### src/rtl/olst_pkg.sv
// Shared types and constants for the ordered list store.
package olst_pkg;

  localparam int KEY_W   = 32;
  localparam int CMD_W   = 3;
  localparam int STAT_W  = 2;
  localparam int COUNT_W = 5;
  localparam int DEPTH_DEFAULT = 16;

  localparam logic [CMD_W-1:0] CMD_APPEND       = 3'd0;
  localparam logic [CMD_W-1:0] CMD_REMOVE_HEAD  = 3'd1;
  localparam logic [CMD_W-1:0] CMD_REMOVE_TAIL  = 3'd2;
  localparam logic [CMD_W-1:0] CMD_REMOVE_MATCH = 3'd3;
  localparam logic [CMD_W-1:0] CMD_CLEAR        = 3'd4;

  localparam logic [STAT_W-1:0] ST_OK       = 2'd0;
  localparam logic [STAT_W-1:0] ST_EMPTY    = 2'd1;
  localparam logic [STAT_W-1:0] ST_NOTFOUND = 2'd2;
  localparam logic [STAT_W-1:0] ST_FULL     = 2'd3;

  typedef struct packed {
    logic [CMD_W-1:0]        cmd;
    logic signed [KEY_W-1:0] key;
  } in_word_t;

  typedef struct packed {
    logic [STAT_W-1:0]  status;
    logic [COUNT_W-1:0] entry_count;
  } out_word_t;

  // Controls broadcast from the sequencer to every cell.
  typedef struct packed {
    logic shift_all;  // every cell takes its upper neighbor's key
    logic shift_hit;  // cells at or above the first match take the neighbor's key
    logic clr_hit;    // restart the match wave
    logic scan;       // advance the match wave one cell
  } cell_ctrl_t;

endpackage

### src/rtl/olst_cell.sv
// One storage cell of the list: a key register and one stage of the match wave.
module olst_cell (
  input  logic                           clk,
  input  logic                           rst_n,
  input  olst_pkg::cell_ctrl_t           ctrl,
  input  logic                           load,
  input  logic [olst_pkg::KEY_W-1:0]     load_key,
  input  logic [olst_pkg::KEY_W-1:0]     nbr_key,
  input  logic [olst_pkg::KEY_W-1:0]     srch_key,
  input  logic                           valid,
  input  logic                           hit_in,
  output logic [olst_pkg::KEY_W-1:0]     key_q,
  output logic                           hit_q
);

  logic [olst_pkg::KEY_W-1:0] key_r, key_nxt;
  logic                       hit_r, hit_nxt;

  always_comb begin
    key_nxt = key_r;
    if (load) begin
      key_nxt = load_key;
    end else if (ctrl.shift_all || (ctrl.shift_hit && hit_r)) begin
      key_nxt = nbr_key;
    end
  end

  // hit: some valid cell at or below this one holds the search key
  always_comb begin
    hit_nxt = hit_r;
    if (ctrl.clr_hit) begin
      hit_nxt = 1'b0;
    end else if (ctrl.scan) begin
      hit_nxt = hit_in || (valid && (key_r == srch_key));
    end
  end

  always_ff @(posedge clk) begin
    key_r <= key_nxt;
  end

  always_ff @(posedge clk) begin
    if (!rst_n) begin
      hit_r <= 1'b0;
    end else begin
      hit_r <= hit_nxt;
    end
  end

  assign key_q = key_r;
  assign hit_q = hit_r;

endmodule

### src/rtl/ordered_list_store.sv
// Ordered list store: a chain of DEPTH key cells under a small command sequencer.
//
// Commands are taken when start is high and busy is low; each gives one result word,
// strobed on out_strobe for one cycle, which the receiver must take as it comes.
// Append, remove head, remove tail, clear, unknown codes and remove first match on an
// empty list are answered directly: the result shows in the cycle after the command and
// busy stays low, so a new command can follow every cycle. Remove first match on a
// non-empty list holds busy high through the S_SCAN and S_FINISH states: a hit
// flag ripples up the cell chain one cell per cycle, and S_FINISH then closes the gap;
// its result shows in the first cycle with busy low again.
module ordered_list_store #(
  parameter int DEPTH = olst_pkg::DEPTH_DEFAULT
) (
  input  logic                clk,
  input  logic                rst_n,
  input  logic                start,
  output logic                busy,
  input  olst_pkg::in_word_t  in_item,
  output logic                out_strobe,
  output olst_pkg::out_word_t out_item
);

  localparam int CNT_W = $clog2(DEPTH + 1);
  localparam int IDX_W = (DEPTH > 1) ? $clog2(DEPTH) : 1;

  typedef enum logic [2:0] {
    S_IDLE   = 3'b001,
    S_SCAN   = 3'b010,
    S_FINISH = 3'b100
  } state_t;

  state_t                          state_r, state_nxt;
  logic [CNT_W-1:0]                count_r, count_nxt;
  logic [IDX_W-1:0]                scan_cnt_r, scan_cnt_nxt;
  logic [olst_pkg::KEY_W-1:0]      srch_key_r, srch_key_nxt;
  logic                            out_strobe_r, out_strobe_nxt;
  olst_pkg::out_word_t             out_item_r, out_item_nxt;

  olst_pkg::cell_ctrl_t            ctrl;
  logic                            do_load;
  logic                            accept;
  logic [olst_pkg::STAT_W-1:0]     status;
  logic                            report;
  logic                            is_empty;
  logic                            is_full;

  logic [olst_pkg::KEY_W-1:0]      key_q [DEPTH];
  logic [DEPTH-1:0]                hit_q;
  logic [DEPTH-1:0]                load_vec;
  logic [DEPTH-1:0]                valid_vec;

  assign accept   = start && (state_r == S_IDLE);
  assign is_empty = (count_r == '0);
  assign is_full  = (count_r >= CNT_W'(DEPTH));

  always_comb begin
    state_nxt    = state_r;
    count_nxt    = count_r;
    scan_cnt_nxt = scan_cnt_r;
    srch_key_nxt = srch_key_r;
    ctrl         = '0;
    do_load      = 1'b0;
    status       = olst_pkg::ST_OK;
    report       = 1'b0;

    case (state_r)
      S_IDLE: begin
        if (accept) begin
          report = 1'b1;
          case (in_item.cmd)
            olst_pkg::CMD_APPEND: begin
              if (is_full) begin
                status = olst_pkg::ST_FULL;
              end else begin
                do_load   = 1'b1;
                count_nxt = count_r + 1'b1;
              end
            end
            olst_pkg::CMD_REMOVE_HEAD: begin
              if (is_empty) begin
                status = olst_pkg::ST_EMPTY;
              end else begin
                ctrl.shift_all = 1'b1;
                count_nxt      = count_r - 1'b1;
              end
            end
            olst_pkg::CMD_REMOVE_TAIL: begin
              if (is_empty) begin
                status = olst_pkg::ST_EMPTY;
              end else begin
                count_nxt = count_r - 1'b1;
              end
            end
            olst_pkg::CMD_REMOVE_MATCH: begin
              if (is_empty) begin
                status = olst_pkg::ST_EMPTY;
              end else begin
                report       = 1'b0;
                ctrl.clr_hit = 1'b1;
                srch_key_nxt = in_item.key;
                scan_cnt_nxt = '0;
                state_nxt    = S_SCAN;
              end
            end
            olst_pkg::CMD_CLEAR: begin
              if (is_empty) begin
                status = olst_pkg::ST_EMPTY;
              end else begin
                count_nxt = '0;
              end
            end
            default: begin
              status = olst_pkg::ST_OK;
            end
          endcase
        end
      end
      S_SCAN: begin
        ctrl.scan    = 1'b1;
        scan_cnt_nxt = scan_cnt_r + 1'b1;
        if (scan_cnt_r == IDX_W'(DEPTH - 1)) begin
          state_nxt = S_FINISH;
        end
      end
      S_FINISH: begin
        report    = 1'b1;
        state_nxt = S_IDLE;
        // top cell's hit says whether any valid cell matched
        if (hit_q[DEPTH-1]) begin
          ctrl.shift_hit = 1'b1;
          count_nxt      = count_r - 1'b1;
        end else begin
          status = olst_pkg::ST_NOTFOUND;
        end
      end
      default: begin
        state_nxt = S_IDLE;
      end
    endcase

    out_strobe_nxt           = report;
    out_item_nxt             = out_item_r;
    if (report) begin
      out_item_nxt.status      = status;
      out_item_nxt.entry_count = olst_pkg::COUNT_W'(count_nxt);
    end
  end

  always_ff @(posedge clk) begin
    if (!rst_n) begin
      state_r      <= S_IDLE;
      count_r      <= '0;
      scan_cnt_r   <= '0;
      out_strobe_r <= 1'b0;
    end else begin
      state_r      <= state_nxt;
      count_r      <= count_nxt;
      scan_cnt_r   <= scan_cnt_nxt;
      out_strobe_r <= out_strobe_nxt;
    end
  end

  always_ff @(posedge clk) begin
    srch_key_r <= srch_key_nxt;
    out_item_r <= out_item_nxt;
  end

  for (genvar i = 0; i < DEPTH; i++) begin : g_cell
    logic [olst_pkg::KEY_W-1:0] nbr_key;
    logic                       hit_in;

    assign load_vec[i]  = do_load && (count_r == CNT_W'(i));
    assign valid_vec[i] = (CNT_W'(i) < count_r);

    if (i == DEPTH - 1) begin : g_top
      assign nbr_key = key_q[i];
    end else begin : g_mid
      assign nbr_key = key_q[i+1];
    end

    if (i == 0) begin : g_bot
      assign hit_in = 1'b0;
    end else begin : g_up
      assign hit_in = hit_q[i-1];
    end

    olst_cell u_cell (
      .clk      (clk),
      .rst_n    (rst_n),
      .ctrl     (ctrl),
      .load     (load_vec[i]),
      .load_key (in_item.key),
      .nbr_key  (nbr_key),
      .srch_key (srch_key_r),
      .valid    (valid_vec[i]),
      .hit_in   (hit_in),
      .key_q    (key_q[i]),
      .hit_q    (hit_q[i])
    );
  end

  assign busy       = (state_r != S_IDLE);
  assign out_strobe = out_strobe_r;
  assign out_item   = out_item_r;

endmodule

### config.mk
export PLATFORM = sky130hd
export DESIGN_NAME = ordered_list_store
export DESIGN_NICKNAME = d
export VERILOG_FILES = /design/src/rtl/olst_pkg.sv /design/src/rtl/olst_cell.sv /design/src/rtl/ordered_list_store.sv
export SDC_FILE = /design/constraint.sdc
export NUM_CORES = 1
export LEC_CHECK = 0
export BUFFER_PORTS_ARGS = -buffer_cell sky130_fd_sc_hd__buf_2
export CORE_MARGIN = 2
export CORE_UTILIZATION = 48
export CTS_CLUSTER_SIZE = 14
export DETAILED_ROUTE_END_ITERATION = 10
export MAX_ROUTING_LAYER = met4
export PLACE_DENSITY = 0.62
export SLEW_MARGIN = 20
export SYNTH_ARGS = -nofsm -noshare
export SYNTH_HDL_FRONTEND = slang
export SYNTH_SLANG_ARGS = --single-unit
### constraint.sdc
create_clock -name clk -period 8.4 [get_ports clk]
set_input_delay 1.26 -clock clk [delete_from_list [all_inputs] [get_ports clk]]
set_output_delay 1.26 -clock clk [all_outputs]
set_load 0.03 [all_outputs]
; ---- After elaboration in Yosys (flattened, before gate mapping)
; Index checks and enable logic that the tools add are counted.
[classes]
n_addsub = 3
order_cmp = 17
eq_ne = 44
muxes = 70
n_bitwise = 2
n_reduce_logical = 102
[ops]
columns = operator, count
row1 = 32-bit two-way mux, 30
row2 = 32-bit equality test, 16
row3 = 1-bit logical AND, 48
row4 = "5-bit by 4-bit equality test with 1-bit output, second input constant", 8
row5 = "4-bit by 5-bit less-than comparator with 1-bit output, first input constant", 8
row6 = 2-bit nonzero test, 16
row7 = 1-bit logical OR, 30
row8 = 5-bit two-way mux, 5
row9 = "5-bit by 3-bit equality test with 1-bit output, second input constant", 4
row10 = "3-bit by 5-bit less-than comparator with 1-bit output, first input constant", 4
row11 = 1-bit two-way mux, 18
row12 = 5-bit case mux with 3 select lines, 1
row13 = 3-bit two-way mux, 4
row14 = 4-bit two-way mux, 3
row15 = 4-bit AND reduction, 3
row16 = "5-bit by 2-bit equality test with 1-bit output, second input constant", 2
row17 = "1-bit by 5-bit less-than comparator with 1-bit output, first input constant", 2
row18 = "2-bit by 5-bit less-than comparator with 1-bit output, first input constant", 2
row19 = 5-bit case mux with 2 select lines, 1
row20 = "3-bit by 2-bit equality test with 1-bit output, second input constant", 3
row21 = 2-bit case mux with 2 select lines, 2
row22 = 4-bit case mux with 2 select lines, 1
row23 = "3-bit by 1-bit equality test with 1-bit output, second input constant", 2
row24 = "3-bit equality test, second input constant", 2
row25 = other kinds (17), 23
[word_totals]
reg_bits = 580
input_bits = 38
output_inout_bits = 9
wordCells = 277

; ---- Depth between registers and ports, before layout
; Gate-level depths: netlist of the first run.
[depth]
word_depth = 8
depth_mapped = 10
depth_no_buf = 8

; ---- Modules after synthesis
; From an unflattened synthesis of the first run, not the netlist that was laid out.
[hier_totals]
cells_unflattened = 2106
hier_area_um2 = 30550.6
[by_module_without_submodules]
columns = mod, instances, cells_per_inst, area_each_um2, seq_area_each_um2
row1 = olst_cell, 16, 117, 1752.9, 980.9
row2 = ordered_list_store, 1, 234, 2503.7, 1431.4

; ---- Worst setup path after synthesis of the first run
; OpenSTA, ideal clock, no wires.
[synth_path]
path_type = input-to-reg
from = in in_item[33] in the netlist's numbering
to = reg g_cell[15].u_cell.key_r (netlist bit g_cell[15].u_cell.key_q[0]) (enable)
setup_ps = 461
t_arrival_ps = 4055
t_required_ps = 7939
setup_slack_ps = 3884
path_stages = 4
n_path_buf = 1
path_cell_list = buf_2 -> nor2_2 -> nand3b_1 -> nor3_1
[synth_between]
elab_chain_cells = 5
[synth_lines]
columns = item, line_no
row1 = "start, declared", ordered_list_store.sv:18  ; input olst_pkg::in_word_t in_item,
row2 = 3-bit logical NOT, ordered_list_store.sv:70  ; case (in_item.cmd)
row3 = 1-bit two-way mux, ordered_list_store.sv:70
row4 = 1-bit two-way mux, ordered_list_store.sv:68  ; if (accept) begin
row5 = 1-bit two-way mux, ordered_list_store.sv:66  ; case (state_r)
row6 = 1-bit logical AND, ordered_list_store.sv:172  ; assign load_vec[i] = do_load && (count_r == CNT_W'(i));
row7 = net g_cell[15].u_cell.load, olst_cell.sv:6  ; input logic load,
row8 = "end signal, assigned", olst_cell.sv:39  ; key_r <= key_nxt;
row9 = "end, declared", olst_cell.sv:16  ; logic [olst_pkg::KEY_W-1:0] key_r, key_nxt;
; The timed path passes the listed nets, and every way through them passes these cells.
; A chain may end at the register's enable or synchronous reset.

; ---- Final worst setup path of the first run
[layout_path]
from = reg count_r[1]
to = reg g_cell[3].u_cell.hit_r
[layout_between]
elab_chain_cells = 6
elab_cells_between_ends = 9
cone_classes = 1 x order compare / 4 x mux / 4 x reduce/logical
[layout_lines]
columns = item, line_no
row1 = "start, declared", ordered_list_store.sv:33  ; logic [CNT_W-1:0] count_r, count_nxt;
row2 = "start signal, assigned", ordered_list_store.sv:157  ; count_r <= count_nxt;
row3 = 5-bit logical NOT, ordered_list_store.sv:53  ; assign is_empty = (count_r == '0);
row4 = 1-bit two-way mux, ordered_list_store.sv:95  ; if (is_empty) begin
row5 = 1-bit two-way mux, ordered_list_store.sv:70
row6 = 1-bit two-way mux, ordered_list_store.sv:68
row7 = 1-bit two-way mux, ordered_list_store.sv:66
row8 = 2-bit OR reduction (no source line), n/a
row9 = "end signal, assigned", olst_cell.sv:46  ; hit_r <= hit_nxt;
row10 = "end, declared", olst_cell.sv:17  ; logic hit_r, hit_nxt;
; Parallel ways exist; a longest one is shown, timed or not.

==> results.yml, run 1 <==
critical_path:
  cp-end-kind: "flip-flop"
  crit_path_start_kind: "flip-flop"
  regToRegStartpoint: "count_r[1]"
  cp-startpoint: "count_r[1]"
  path_max_fanout: 39
  worstPathArrival_ps: 4370
  criticalPathCategory: "reg2reg"
  required_ps: 8870
power:
  power_per_cell_area_mw_per_mm2: 183.7
  p_int_mw: 4.784
  vdd_drop_max_uv: 154.6
  power_frac_comb: 0.036
  p_switching_mw: 1.358
  swShare: 0.2211
  leakagePower_nw: 10.74
  sequentialPowerShare: 0.515
  p_clk_frac: 0.449
timing:
  period_needed_ps: 3905
  slew_violations: 0
  layout_worst_path_cycle_share: 0.4649
  finalHoldViolCount: 0
  finalSetupTns_ps: 0
  finalClockSkew_ps: 27.10
  rsz0062_at_grt: "false"
  relSlewSlack: 0.2202
  setup_violations: 0
  max_clock_freq_mhz: 256.1
  worst_pin_slew_ps: 1170
clock_tree:
  cts_tree: "built"
  cts_buffers: 61
  post_cts_resized: 0
  hold_buffers: 0
  post_cts_buffers: 0
  htreeDepth: 2
  path_clk_slew_ps: 60
  cts.sinks: 580
  clk_latency_ps: 660
  clockBufferDepth: 3
  cts_root_buf: "clkbuf_16"
placement:
  place_area_mm2: 0.03141
  hpwl_um: 66080
  port-buffer-count: 46
  gp_congestion: 0.9675
cells_and_area:
  drive_above_1_share: 0.3030
  synthToLayoutAreaGrowth_pct: 9.992
  fin_area_mm2: 0.03343
  fill_cells: 5247
  nets: 2192
floorplanning:
  io_pins: 47
  dieArea_mm2: 0.06534
  die_h_um: 255.6
  core_area_mm2: 0.06285
  initial_core_util: 0.4836
  fp-row-count: 92
  die_x_um: 255.6
synthesis:
  synth_area_mm2: 0.03039
  synth-seq-cells: 580
  synthFlopType: "edfxtp_1"
  synth_cells: 2142
  synth-seq-area-share: 0.5635
  yosys_warnings: 0
  synth_top_area_cell: "edfxtp_1"
  synth_nets: 2187
  synth.avg_cell_area_um2: 14.19
  synth_async_sr_flop_share: 0
  ys_types: 61
  synth_edf_count: 551
  yosys-top-cells-area: "edfxtp_1 54%, mux2_2 16%, xnor2_1 10%"
  synth_top_area_frac: 0.5444
worst_hold_path:
  min_from: "g_cell[0].u_cell.hit_q"
  hp-class: "reg2reg"
global_routing:
  grt.total_usage: 0.3276
  grt_pass1_vias: 18338
  antenna_found_initial: 2
  grt_overflow: 0
  grt_pass1_wl_um: 145200
  grt_max_degree: 40
route:
  num_vias: 19324
  ant_nets: 0
  wl_um: 105600
  dr.pass1.iters: 7
  avgRoutedWirePerCell_um: 34.66
  routed_via_density: 6.344
  drtIter0Drc: 3011
  drc: 0
flow_run:
  max_cap_viol_count: 0
outcome:
  status: "finished clean"
==> power by group through the flow <==
| stage | sequential [mW] | clock, mW | combinational (mW) |
|---|---|---|---|
| 3_5_place_dp | 3.23 | 0 | 0.210 |
| 3_3_place_gp | 3.23 | 0 | 0.208 |
| 2_1_floorplan | 3.22 | 0 | 0.0916 |
| 6_report | 3.17 | 2.75 | 0.221 |
| 4_1_cts | 3.17 | 2.78 | 0.211 |
| 5_1_grt | 3.17 | 2.89 | 0.223 |
==> registers in the layout, summed over array words and instances, names as in the netlist <==
signal / flops
state_r: 3
count_r: 5
out_strobe: 1
scan_cnt_r: 4
g_cell.u_cell.hit_q: 16
g_cell.u_cell.key_q: 512
out_item: 7
srch_key_r: 32
==> layer usage <==
layer,wire [um],track usage,part of all wire
met1,46030,0.4906,0.44
met2,41270,0.4194,0.39
met3,14300,0.09299,0.14
met4,3962,0.1113,0.038
met5,0,-,0
==> final cells by class <==
class,instances,area [um2],share of cell area
Clock inverter,43,434.2,0.01299
Antenna cell,2,5.005,0.0001497
Tap cell,846,1059,0.03167
Timing Repair Buffer,108,695.7,0.02081
Clock buffer,71,1574,0.04709
Sequential cell,580,17130,0.5123
Inverter,7,26.28,0.0007860
Multi-Input combinational cell,1389,12510,0.3742
==> cells in the mapped netlist, types with 3 or more instances <==
cell / number
edfxtp_1: 551
mux2_2: 438
xnor2_1: 352
xor2_1: 167
nand4_1: 100
clkbuf_1: 89
nor4_1: 56
buf_2: 51
mux2_1: 42
a21oi_1: 29
dfxtp_1: 29
nand2_1: 29
nor2_1: 24
nor3_1: 17
o21ai_0: 16
nand3_1: 14
buf_1: 12
mux2i_1: 11
buf_6: 9
o22ai_1: 8
ha_1: 7
inv_1: 7
and2_1: 5
buf_4: 5
nand2_2: 5
a211o_1: 4
a211oi_1: 4
and3_1: 4
nand2b_1: 4
nand4_4: 4
nor3b_1: 4
a2bb2oi_1: 3
a31oi_1: 3
nor3_2: 3
==> path summary, 6_finish.rpt <==
check	depth (start not counted)	slack, ps	endpoint
worst max-delay path	9	4490	g_cell[3].u_cell.hit_q
worst min-delay path	2	500	g_cell[0].u_cell.hit_q
worst max register to register	9	4490	g_cell[3].u_cell.hit_q
worst min register to register	2	500	g_cell[0].u_cell.hit_q
==> cells by family (layout without fill, tap and decap cells) <==
logic type,Yosys count,count (layout),share of synthesized area
other,0,2,0
flip-flops,580,580,0.5635
multiplexers,491,491,0.1815
AO/OA/AOI/OAI,84,84,0.01750
XOR/XNOR,519,519,0.1496
adder cells (fa/ha/maj),7,7,0.002882
buffers and inverters,173,229,0.02631
AND/OR/NAND/NOR,288,288,0.05875
==> per-stage QoR <==
stage / hold slack, ps / setup WS (ps) / total power, mW / instances / utilization
global placement: 469.6 / 4001 / 3.435 / 2930 / 0.4997
finish: 503.8 / 4495 / 6.142 / 3046 / 0.5319
detailed placement: 495.1 / 3793 / 3.437 / 2930 / 0.4997
floorplan: 449.3 / 3884 / 3.316 / 2142 / -
global route: 527.4 / 4355 / 6.275 / 3044 / 0.5318
CTS: 504.8 / 4464 / 6.156 / 3044 / 0.5317
==> placed cells by master, fill, tap and decap left out, types with 24 or more instances in the layout <==
cell | synthesis | routed
mux2_1 | 42 | 42
nand2_1 | 29 | 26
xor2_1 | 167 | 167
buf_4 | 5 | 62
edfxtp_1 | 551 | 551
a21oi_1 | 29 | 29
buf_2 | 51 | 46
nor2_1 | 24 | 24
mux2_2 | 438 | 438
nand4_1 | 100 | 100
xnor2_1 | 352 | 352
dfxtp_1 | 29 | 29
nor4_1 | 56 | 56
clkbuf_16 | 0 | 61
==> critical path, cell delays in order (launching register included) <==
cell      delay (ps)
dfxtp_1          310
buf_4            300
inv_1            190
ha_1             450
nor4b_2          270
buf_4            240
nor3_4           150
buf_4            580
nand2b_1         980
o21ai_0          230
(Power assumes the default switching activity.)
==> inputs of run 2 (changes only) <==
==> constraint.sdc (replaced) <==
create_clock -name clk -period 4.05 [get_ports clk]
set_input_delay 0.6075 -clock clk [delete_from_list [all_inputs] [get_ports clk]]
set_output_delay 0.6075 -clock clk [all_outputs]
set_load 0.03 [all_outputs]
==> run 2 against run 1 <==
  * Core utilization up 0.18 points
  * Clock power increased by 94%
  * Sequential power rose by 110%
  * Final area rose by 0.34%
  * Highest routed layer unchanged
  * Maximum frequency grew 6.6%
  * Worst hold slack worse by 270 ps
  * Wire length up 2.0%
  * Via count up 1.3%
  * Setup slack lost 4100 ps
  * Die area did not move
  * Register-to-register slack got worse by 4100 ps
  * Sequential share of layout area shrank 0.18 points
==> results.yml, run 2 (same netlist as run 1, synthesis figures left out) <==
global_routing:
  grt_pass1_vias: 18660
  antenna_found_initial: 8
  grt_overflow: 0
  grt.total_usage: 0.3351
  grt_max_degree: 34
  grt_pass1_wl_um: 148800
timing:
  finalSetupTns_ps: 0
  period_needed_ps: 3664
  layout_worst_path_cycle_share: 0.9047
  worst_pin_slew_ps: 1249
  setup_violations: 0
  slew_violations: 0
  finalClockSkew_ps: 22.15
  relSlewSlack: 0.1672
  finalHoldViolCount: 0
  rsz0062_at_grt: "false"
  max_clock_freq_mhz: 272.9
outcome:
  status: "finished clean"
power:
  leakagePower_nw: 10.80
  p_total_mw: 12.37
  power_per_cell_area_mw_per_mm2: 368.9
  vdd_drop_max_uv: 325.5
critical_path:
  required_ps: 4390
  criticalPathCategory: "reg2reg"
  path_max_fanout: 25
  worstPathArrival_ps: 4000
  crit_path_start_kind: "flip-flop"
  r2r_setup_slack_ps: 390
  cp-end-kind: "flip-flop"
clock_tree:
  htreeDepth: 2
  cts_tree: "built"
  post_cts_buffers: 0
  clk_latency_ps: 650
  post_cts_resized: 0
  cts.sinks: 580
  cts_root_buf: "clkbuf_16"
  hold_buffers: 0
  clockBufferDepth: 3
  path_clk_slew_ps: 70
  cts_buffers: 60
route:
  num_vias: 19569
  drc: 0
  drtIter0Drc: 3121
  routed_via_density: 6.366
  wl_um: 107600
  dr.pass1.iters: 5
  avgRoutedWirePerCell_um: 35.02
  ant_nets: 0
floorplanning:
  fp-row-count: 92
  core_area_mm2: 0.06285
  initial_core_util: 0.4836
  die_x_um: 255.6
  die_h_um: 255.6
  io_pins: 47
  dieArea_mm2: 0.06534
cells_and_area:
  drive_above_1_share: 0.3018
  nets: 2219
  layout_commonest_cell: "edfxtp_1"
  largest_reg_flops: 512
  final_cells: 3074
  regArea_mm2: 0.01713
  fill_cells: 5282
  final_cell_mix: "551 x edfxtp_1, 438 x mux2_2, 352 x xnor2_1"
  multi_input_area_mm2: 0.01250
  synthToLayoutAreaGrowth_pct: 10.37
flow_run:
  max_cap_viol_count: 0
placement:
  port-buffer-count: 46
  dp.cells: 2958
  hpwl_um: 70170
  gp_congestion: 0.9432
worst_hold_path:
  hp-class: "in2reg"
[run 2: power by group]
group          switching [mW]  internal, mW  total, mW  leakage, nW
sequential             0.0390          6.53       6.57         5.20
clock                    2.40          2.94       5.34        0.886
combinational           0.352         0.104      0.456         4.71
total                    2.79          9.58       12.4         10.8
[run 2: final timing paths]
kind / from / endpoint / depth (start not counted)
hold reg to reg: g_cell[0].u_cell.hit_q / g_cell[0].u_cell.hit_q / 2
setup reg to reg: count_r[0] / g_cell[7].u_cell.key_q[3] / 9
hold / removal: rst_n / state_r[0] / 2
setup / recovery: count_r[0] / g_cell[7].u_cell.key_q[3] / 9
[run 2: critical path, cell delays in order (launching register included)]
cell	delay, ps
dfxtp_1	680
inv_1	410
ha_1	480
nor4b_2	230
buf_4	230
and4bb_1	280
buf_4	320
a21oi_1	70
nand2_1	370
buf_12	250
[run 2: per-stage QoR]
stage	area (um2)	worst slack, ps	util	hold WS [ps]
floorplan	30390	186.4	-	449.3
global placement	31680	507.7	0.5041	465.8
detailed placement	31700	486.5	0.5044	485.2
CTS	33530	473.6	0.5335	206.6
global route	33540	265.6	0.5337	257.7
finish	33540	385.9	0.5337	232.2
[run 2: routing by layer]
metal | share of wire | vias up | global-route usage
met5 | 0 | - | -
met4 | 0.028 | 0 | 0.09503
met3 | 0.14 | 178 | 0.08903
met2 | 0.41 | 1378 | 0.4434
met1 | 0.43 | 9977 | 0.5008
li1 | - | 8036 | -
[run 2: final cells by class]
| class | instances | area share |
|---|---|---|
| Antenna cell | 5 | 0.0003730 |
| Tap cell | 846 | 0.03156 |
| Multi-Input combinational cell | 1389 | 0.3726 |
| Timing Repair Buffer | 136 | 0.02947 |
| Clock inverter | 25 | 0.006640 |
| Inverter | 7 | 0.0007833 |
| Sequential cell | 580 | 0.5106 |
| Clock buffer | 86 | 0.04797 |
